==> src/hw/rtl/cbc_pkg.sv <==
`timescale 1ns / 1ps
// ----------------------------------------------------------------------------
// cbc_pkg: shared definitions for the cartridge bank controller
// Widths, address ranges, register indexes and the access decode record.
// ----------------------------------------------------------------------------
package cbc_pkg;

  // Built store and ROM address space
  localparam int RAM_BYTES     = 8192;
  localparam int ROM_ADDR_BITS = 19;
  localparam int RAM_ADDR_W    = $clog2(RAM_BYTES);

  // Field widths
  localparam int ADDR_W     = 16;
  localparam int DATA_W     = 8;
  localparam int ROM_LOC_W  = 19;
  localparam int ROM_BANK_W = 9;
  localparam int RAM_BANK_W = 4;
  localparam int CFG_DATA_W = 20;
  localparam int CFG_IDX_W  = 2;
  localparam int RAM_LOC_W  = RAM_BANK_W + 13;
  localparam int ROM_FULL_W = ROM_BANK_W + 14;

  // Configuration register indexes
  localparam logic [CFG_IDX_W-1:0] CFG_MAPPER_KIND = 2'd0;
  localparam logic [CFG_IDX_W-1:0] CFG_ROM_SIZE    = 2'd1;
  localparam logic [CFG_IDX_W-1:0] CFG_RAM_SIZE    = 2'd2;
  localparam logic [CFG_IDX_W-1:0] CFG_RUMBLE      = 2'd3;

  // Mapper codes; every other code behaves as bankless
  localparam logic [1:0] MAPPER_MBC1 = 2'd1;
  localparam logic [1:0] MAPPER_MBC5 = 2'd2;

  // Bus address ranges
  localparam logic [ADDR_W-1:0] RAM_EN_LAST   = 16'h1fff;
  localparam logic [ADDR_W-1:0] ROM_LO_LAST   = 16'h2fff;
  localparam logic [ADDR_W-1:0] ROM_BANK_LAST = 16'h3fff;
  localparam logic [ADDR_W-1:0] RAM_BANK_LAST = 16'h5fff;
  localparam logic [ADDR_W-1:0] ROM_WIN_END   = 16'h8000;
  localparam logic [ADDR_W-1:0] ROM_FIXED_END = 16'h4000;
  localparam logic [ADDR_W-1:0] RAM_WIN_FIRST = 16'ha000;
  localparam logic [ADDR_W-1:0] RAM_WIN_LAST  = 16'hbfff;

  localparam logic [3:0]       RAM_EN_KEY  = 4'ha;
  localparam logic [DATA_W-1:0] OPEN_BUS   = 8'hff;
  localparam logic [ROM_FULL_W-1:0] ROM_MASK =
    ROM_FULL_W'((64'd1 << ROM_ADDR_BITS) - 64'd1);
  localparam logic [RAM_LOC_W:0] RAM_LIMIT = (RAM_LOC_W + 1)'(RAM_BYTES);

  // Decode of one bus access against the current bank state
  typedef struct packed {
    logic                  rom_fetch;
    logic [ROM_LOC_W-1:0]  rom_location;
    logic                  ram_hit;
    logic [RAM_ADDR_W-1:0] ram_index;
  } access_t;

endpackage

==> src/hw/rtl/cbc_mapper.sv <==
`timescale 1ns / 1ps
// ----------------------------------------------------------------------------
// cbc_mapper: configuration, bank registers and access decode
// Holds the mapper setup and bank state and decodes the incoming access.
// ----------------------------------------------------------------------------
module cbc_mapper (
  input  logic                           clk,
  input  logic                           rst,
  input  logic                           cfg_we,
  input  logic [cbc_pkg::CFG_IDX_W-1:0]  cfg_index,
  input  logic [cbc_pkg::CFG_DATA_W-1:0] cfg_data,
  input  logic                           wr_accept,
  input  logic [cbc_pkg::ADDR_W-1:0]     address,
  input  logic [cbc_pkg::DATA_W-1:0]     write_data,
  output cbc_pkg::access_t               access
);
  import cbc_pkg::*;

  logic [1:0]            mapper_kind;
  logic [19:0]           rom_size;
  logic [17:0]           ram_size;
  logic                  rumble_fitted;
  logic [ROM_BANK_W-1:0] rom_bank;
  logic [RAM_BANK_W-1:0] ram_bank;
  logic                  ram_enable;

  logic                  banked;
  logic                  mbc5;
  logic [RAM_LOC_W-1:0]  ram_loc;
  logic [ROM_FULL_W-1:0] rom_full;
  logic                  rom_read;

  assign mbc5   = (mapper_kind == MAPPER_MBC5);
  assign banked = (mapper_kind == MAPPER_MBC1) || mbc5;

  always_ff @(posedge clk) begin
    if (rst) begin
      mapper_kind   <= '0;
      rom_size      <= 20'd32768;
      ram_size      <= '0;
      rumble_fitted <= 1'b0;
    end else if (cfg_we) begin
      unique case (cfg_index)
        CFG_MAPPER_KIND: mapper_kind   <= cfg_data[1:0];
        CFG_ROM_SIZE:    rom_size      <= cfg_data[19:0];
        CFG_RAM_SIZE:    ram_size      <= cfg_data[17:0];
        CFG_RUMBLE:      rumble_fitted <= cfg_data[0];
        default: ;
      endcase
    end
  end

  // Control writes; bankless ignores them all
  always_ff @(posedge clk) begin
    if (rst) begin
      rom_bank   <= ROM_BANK_W'(1);
      ram_bank   <= '0;
      ram_enable <= 1'b0;
    end else if (wr_accept && banked) begin
      priority if (address <= RAM_EN_LAST) begin
        ram_enable <= (write_data[3:0] == RAM_EN_KEY);
      end else if (address <= ROM_BANK_LAST) begin
        if (!mbc5) begin
          rom_bank <= (write_data[4:0] == 5'd0) ? ROM_BANK_W'(1)
                                                 : {4'd0, write_data[4:0]};
        end else if (address <= ROM_LO_LAST) begin
          rom_bank <= {rom_bank[8], write_data};
        end else begin
          rom_bank <= {write_data[0], rom_bank[7:0]};
        end
      end else if (address <= RAM_BANK_LAST) begin
        if (!mbc5) begin
          ram_bank <= {2'd0, write_data[1:0]};
        end else if (rumble_fitted) begin
          ram_bank <= {1'b0, write_data[2:0]};
        end else begin
          ram_bank <= write_data[3:0];
        end
      end
    end
  end

  // Bank times 8 KiB plus the window offset
  assign ram_loc = {ram_bank, address[12:0]};

  assign access.ram_hit = banked && ram_enable &&
                          (address >= RAM_WIN_FIRST) && (address <= RAM_WIN_LAST) &&
                          ({1'b0, ram_loc} < ram_size) &&
                          ({1'b0, ram_loc} < RAM_LIMIT);
  assign access.ram_index = ram_loc[RAM_ADDR_W-1:0];

  assign rom_read = (address < ROM_WIN_END) && ({4'd0, address} < rom_size);
  assign rom_full = (!banked || address < ROM_FIXED_END)
                    ? {7'd0, address}
                    : {rom_bank, address[13:0]};

  assign access.rom_fetch    = rom_read;
  assign access.rom_location = rom_read ? ROM_LOC_W'(rom_full & ROM_MASK) : '0;

endmodule

==> config.mk <==
export PLATFORM = sky130hd
export DESIGN_NAME = cbc_mapper
export DESIGN_NICKNAME = d
export VERILOG_FILES = /design/src/hw/rtl/cbc_pkg.sv /design/src/hw/rtl/cbc_mapper.sv
export SDC_FILE = /design/constraint.sdc
export NUM_CORES = 1
export LEC_CHECK = 0
export BUFFER_PORTS_ARGS = -buffer_cell sky130_fd_sc_hd__buf_2
export CAP_MARGIN = 20
export CORE_ASPECT_RATIO = 1.25
export CORE_UTILIZATION = 35
export CTS_BUF_LIST = sky130_fd_sc_hd__clkbuf_4 sky130_fd_sc_hd__clkbuf_8
export DETAILED_ROUTE_END_ITERATION = 10
export GPL_ROUTABILITY_DRIVEN = 0
export PLACE_DENSITY = 0.62
export SETUP_SLACK_MARGIN = 0.15
export SLEW_MARGIN = 10
export SYNTH_ARGS = -nofsm -noshare
export SYNTH_HDL_FRONTEND = slang
export SYNTH_SLANG_ARGS = --single-unit
export TNS_END_PERCENT = 20
==> constraint.sdc <==
create_clock -name clk -period 2.8 [get_ports clk]
set_clock_uncertainty 0.1 [all_clocks]
set_input_delay 0.14 -clock clk [delete_from_list [all_inputs] [get_ports clk]]
set_output_delay 0.14 -clock clk [all_outputs]
set_load 0.03 [all_outputs]
==> results.md, run 1 <==
* Worst hold path class: input pin to flop
* CTS clk-pin slew, worst paths at 100 ps
* Worst Max-Slew Pin Slew at 894 ps
* Final min period at 2630 ps
* Vias in the first global route at 2,613
* Synth area leader: dfxtp_1
* Pleak at 1.63 nW
* WL/cell at roughly 13 um
* First-pass GRT wire length at ~12 mm
* Post-Syn Area per Cell at about 8 um2
* Synthesized net count at between 400 and 500
* Critical path class: flop to output pin
* IO Count at 84
* Via count of the routed design at 2,847
* Status: finished clean
* Vias per Instance at 4.80
* CP Buf/Inv Count at 3
* Root Driver: clkbuf_8
* Instance count of the mapped netlist at 387
* Final hold viol count at 0
* Number of routed nets with antenna violations at 0
* Die Y-Extent at 107 um
* Final TNS setup at 0 ps
* CP peak stage delay at 360 ps
* Final setup fails at 0
* Later-pin clock latency in the skew report at 320 ps
* Top-area cell type share of the netlist area at 0.329
* Number of flops mapped to enable cells by yosys at 0
* Asr flop ratio synth at 0
* Synth top cells by count: nand2_1 (92), a21oi_1 (51), dfxtp_1 (51), inv_1 (33), ha_1 (32)
* Slew headroom at 0.404
* 1st-iter DRT viols at 60
* H-tree levels at 2
* Critical path's slowest cell: a221o_1
* Req. time, crit path at roughly 2600 ps
* DR DRC count at 0
* ANT cells at 0
* Crit path max-delay family: compound AO/OA/AOI/OAI gates
* Ranking of synthesized cells by area: dfxtp_1 (33%), ha_1 (13%), nand2_1 (11%), a21oi_1 (8.2%), nor3b_2 (5.6%)
* Flop2flop setup slack at around 940 ps
* Top-count cell post-synth: nand2_1
* Cell Area, Synth at 3100 um2
* CTS sink count at just over 50
* F_max at 0.380 GHz
* RSZ-0062 raised after global routing: true
* Peak VDD IR at 0.210 mV
* HPWL after detailed placement at roughly 5.6 mm
* WP data arrival at 2390 ps
* Post-route clock period utilization at 0.939
* Layout cell share with drive strength beyond 1 at 0.285
* Post-layout util at 0.459
* Netlist cell types at approximately 40
* CP Capture Type: output pin
* TritonRoute pass-1 iters at 4
* Die Area at around 9000 um2
* Gr usage total at 0.171
* Sequential share of the synthesized area at 0.329
* CTS tree: yes
* Row count at 38
* Final Slew Violations at 0
* Nets at 554
* Core Area at 8650 um2
* Antenna violations before repair at 0
* WL final at 7.58 mm
* Number of buffers added on ports at 80
* Worst-path cell chain: inv_2 -> ha_4 -> and3_4 -> a221o_1 -> a221oi_4 -> o21ai_4 -> buf_6 -> nor3b_2 -> buf_4
* CTS Buf Count at 5
* Hold_ws at approximately 8.0 ps
* Ys flop type: dfxtp_1
* Gr ovfl total at 0
* Die Width at 86.2 um
* CP max FO at 5
* Initial Util at 0.358
* Pin count of the biggest net entering global routing at 52
* Longest Clk Path Bufs at 2
* Max_cap viols at 0
* Pwr dens at just over 400 nW/um2
* Yosys reg bits at 51
* Crit start category: flop
* Fill count at between 800 and 900
* Syn. warnings at 0
* Final non-filler cell total at 593
* Placed Cells at 560
* Synth-to-layout area growth at 28.2%
==> state kept, by name, summed over array words and instances (netlist names) <==
signal and flops:
ram_enable 1, ram_bank 4, rom_bank 5, rom_size 20, mapper_kind 2, rumble_fitted 1
ram_size 18
==> tightest hold or removal path, cell delays in order <==
cell and delay [ps]:
buf_2 110, mux2i_1 70, nor2_1 80
==> cells in the final DEF, fill, tap and decap left out, types with 2 or more instances in the layout <==
master,n
or2_2,2
nand2b_1,2
nor2_1,20
buf_2,61
o21ai_0,4
inv_2,3
nand3_1,4
nor3b_2,14
nor3_1,2
dfxtp_1,48
a211o_1,2
dlygate4sd3_1,22
nor4_1,2
and3_1,2
inv_6,2
mux2i_1,8
nand2_1,92
ha_4,4
inv_1,30
dfxtp_2,3
nor3_2,6
a21o_1,5
buf_6,4
a21oi_1,51
clkbuf_8,5
nand4_1,3
buf_4,24
ha_1,28
==> layer usage <==
layer / track usage / routed length, um / vias up
li1: - / - / 1454
met1: 0.195 / 3330 / 1313
met2: 0.316 / 3870 / 71
met3: 0.0216 / 268 / 9
met4: 0.0726 / 115 / 0
met5: 0 / 0 / -
==> where the power goes <==
part	total, mW	leakage [nW]	switching, mW	internal, mW
logic	0.389	1.17	0.223	0.166
registers	0.756	0.415	0.0110	0.745
clock network	0.459	0.0491	0.275	0.184
total	1.60	1.63	0.509	1.10
==> worst paths after layout <==
path	from	end	cells after the start
max	rom_size[7]	access[26]	9
max reg2reg	mapper_kind[0]	ram_bank[3]	6
min	write_data[3]	rom_bank[3]	3
min reg2reg	ram_size[13]	ram_size[13]	2
==> metrics by stage <==
stage                     cell area, um2  setup WS, ps  power [mW]
final                               3980           171        1.60
after floorplan                     3100           478        1.00
after global placement              3500           461        1.10
after detailed placement            3500           403        1.10
after global routing                3980          76.4        1.69
after CTS                           3930           161        1.61
==> cell families after synthesis <==
family	Yosys count	share of synthesized area
DFF	51	0.329
and+or+nand+nor	160	0.279
adders and majority gates	32	0.129
AOI/OAI and AO/OA	70	0.132
muxes	8	0.0258
buffers and inverters	66	0.105
==> repair_timing <==
action | in CTS | in global routing
hold buffers | 22 | 0
setup endpoints to repair | 20 | 20
gates cloned | 2 | 0
endpoints found under the hold margin | 40 | 0
gates resized for setup | 34 | 4
pin swaps | 6 | 1
buffers inserted | 0 | 1
==> area by class of cell <==
class	count	area (um2)	area share
clock buffer	5	68.8	0.0173
clock inverter	3	26.3	0.00661
inverter	33	124	0.0312
multi-input combinational	270	1830	0.460
sequential	51	1020	0.258
tap	120	150	0.0378
timing repair buffer	111	751	0.189
Note: power is estimated with default switching activity, not from simulation.
==> run 2, diff against run 1 <==
--- a/config.mk
+++ b/config.mk
@@ -7,9 +7,10 @@
 export LEC_CHECK = 0
 export BUFFER_PORTS_ARGS = -buffer_cell sky130_fd_sc_hd__buf_2
 export CAP_MARGIN = 20
-export CORE_ASPECT_RATIO = 1.25
+export CORE_ASPECT_RATIO = 1.2
 export CORE_UTILIZATION = 35
 export CTS_BUF_LIST = sky130_fd_sc_hd__clkbuf_4 sky130_fd_sc_hd__clkbuf_8
+export CTS_CLUSTER_SIZE = 10
 export DETAILED_ROUTE_END_ITERATION = 10
 export GPL_ROUTABILITY_DRIVEN = 0
 export PLACE_DENSITY = 0.62
==> constraint.sdc (replaced) <==
create_clock -name clk -period 2.6 [get_ports clk]
set_clock_uncertainty 0.1 [all_clocks]
set_input_delay 0.13 -clock clk [delete_from_list [all_inputs] [get_ports clk]]
set_output_delay 0.13 -clock clk [all_outputs]
set_load 0.03 [all_outputs]
==> results.md, run 2 (synthesis gave the netlist of run 1 again) <==
* Biggest regs: rom_size (20), ram_size (18), rom_bank (5)
* Leading cell type in the layout, fill and taps excluded: nand2_1
* Power, Total at roughly 1.8 mW
* Longest Clk Path Bufs at 2
* Placement Setup Slack at 237 ps
* Layout cell share with drive strength beyond 1 at 0.298
* Root Driver: clkbuf_8
* Pleak at 1.64 nW
* Final worst setup slack at -58.3 ps
* Slew headroom at 0.395
* Req. time, crit path at 2370 ps
* Largest Register: rom_size
* Sw Ratio at 0.294
* CTS clk-pin slew, worst paths at 90 ps
* CTS tree: yes
* Final hold viol count at 0
* DR DRC count at 0
* Hold_ws at 13.5 ps
* P_sw at about 0.53 mW
* 1st-iter DRT viols at 130
* CP peak stage delay at roughly 360 ps
* First-pass GRT wire length at 12.7 mm
* CP Capture Type: output pin
* Via count of the routed design at roughly 2,900
* Gr ovfl total at 0
* Nets at 554
* Number of routed nets with antenna violations at 0
* Initial Util at 0.362
* Die Y-Extent at 105 um
* Seq pwr share at 0.451
* H-tree levels at 2
* Post-route clock period utilization at 1.02
* Core Area at 8560 um2
* WL final at 7.68 mm
* Final min period at around 2700 ps
* Area of the multi-input gates at 1870 um2
* Antenna violations before repair at 0
* Crit path max-delay family: compound AO/OA/AOI/OAI gates
* WL/cell at 13.0 um
* Max_cap viols at 0
* Power Internal at 1.27 mW
* WP data arrival at 2430 ps
* Worst hold path class: input pin to flop
* HPWL after detailed placement at 5.49 mm
* ANT cells at 0
* CTS Buf Count at 5
* CP Buf/Inv Count at 3
* Peak VDD IR at 0.320 mV
* Share of total power in combinational logic at 0.238
* Pin count of the biggest net entering global routing at 52
* Status: complete, but fails checks
* Final TNS setup at -293 ps
* Max FFs per register at 20
* Die Width at 87.9 um
* Worst Max-Slew Pin Slew at a little over 900 ps
* Most frequent cells in the layout: nand2_1 (92), buf_2 (59), a21oi_1 (49)
* Register area at 1030 um2
* Critical path class: flop to output pin
* Vias per Instance at 4.85
* F_max at 0.376 GHz
* Failing checks: negative setup slack
* Die Area at 9240 um2
* Critical path's slowest cell: a221o_1
* Clock share of power at 0.311
* Synth-to-layout area growth at 30.1%
* IO Count at 84
* Final Slew Violations at 0
* Vias in the first global route at 2,796
* Pwr dens at 448 nW/um2
* CTS sink count at 51
* Gr usage total at 0.174
* Row count at 37
* Worst-path cell chain: inv_2 -> ha_4 -> and3_4 -> a221o_1 -> a221oi_4 -> o21ai_4 -> buf_6 -> nor3b_2 -> buf_4
* Later-pin clock latency in the skew report at 300 ps
* Final setup fails at 14
* RSZ-0062 raised after global routing: true
* TritonRoute pass-1 iters at 4
* Crit start category: flop
* CP max FO at 5
* Number of buffers added on ports at 80
* Fill count at 857
==> run 2: cell types whose count changed in the layout (fill, tap and decap cells not counted), sizes merged <==
cell	delta
inv	-2
bufinv	+1
clkinv	+1
==> run 2: path summary, 6_finish.rpt <==
kind,endpoint,depth (start not counted),from,slack [ps]
setup / recovery,access[15],9,rom_size[7],-60
hold / removal,ram_bank[0],3,write_data[0],10
setup reg to reg,ram_bank[3],6,mapper_kind[0],730
hold reg to reg,ram_size[13],2,ram_size[13],360
==> run 2: metrics by stage <==
step / instance area, um2 / instances / util
final: 4040 / 590 / 0.471
after detailed placement: 3490 / 557 / 0.408
after global routing: 4040 / 590 / 0.471
after CTS: 3980 / 590 / 0.464
after floorplan: 3100 / 387 / -
after global placement: 3490 / 557 / 0.408
==> run 2: routing by layer <==
layer	global-route usage	share of wire	vias to the layer above
met5	0	0	-
met4	0.0316	0.0077	0
met3	0.0237	0.047	6
met2	0.315	0.51	82
met1	0.217	0.44	1311
li1	-	-	1461
==> run 2: worst min-delay path: cells and delay by family <==
family | cells | cell delay [ps]
buffers and inverters | 1 | 120
AND/OR/NAND/NOR | 1 | 70
AO/OA/AOI/OAI | 1 | 50
==> run 2: final cells by class <==
type | count | share of cell area
clock buffers | 5 | 0.0171
clock inverters | 3 | 0.0109
inverters | 33 | 0.0307
repair buffers | 111 | 0.188
flip-flops and latches | 51 | 0.254
multi-input cells | 270 | 0.463
well taps | 117 | 0.0363
==> run 2: power groups by stage <==
stage               Combinational, mW  Sequential [mW]  Clock, mW
detailed placement              0.355            0.832          0
floorplan                       0.252            0.829          0
global route                    0.474            0.817      0.595
global placement                0.348            0.832          0
CTS                             0.420            0.814      0.574
finish                          0.430            0.814      0.561
==> run 2: what timing repair did <==
action	4_1_cts	5_1_grt
buffers inserted	1	0
endpoints found under the setup margin	21	21
hold buffers	22	0
pin swaps	18	10
gates cloned	2	0
resized for setup	40	9
hold endpoints to repair	40	0
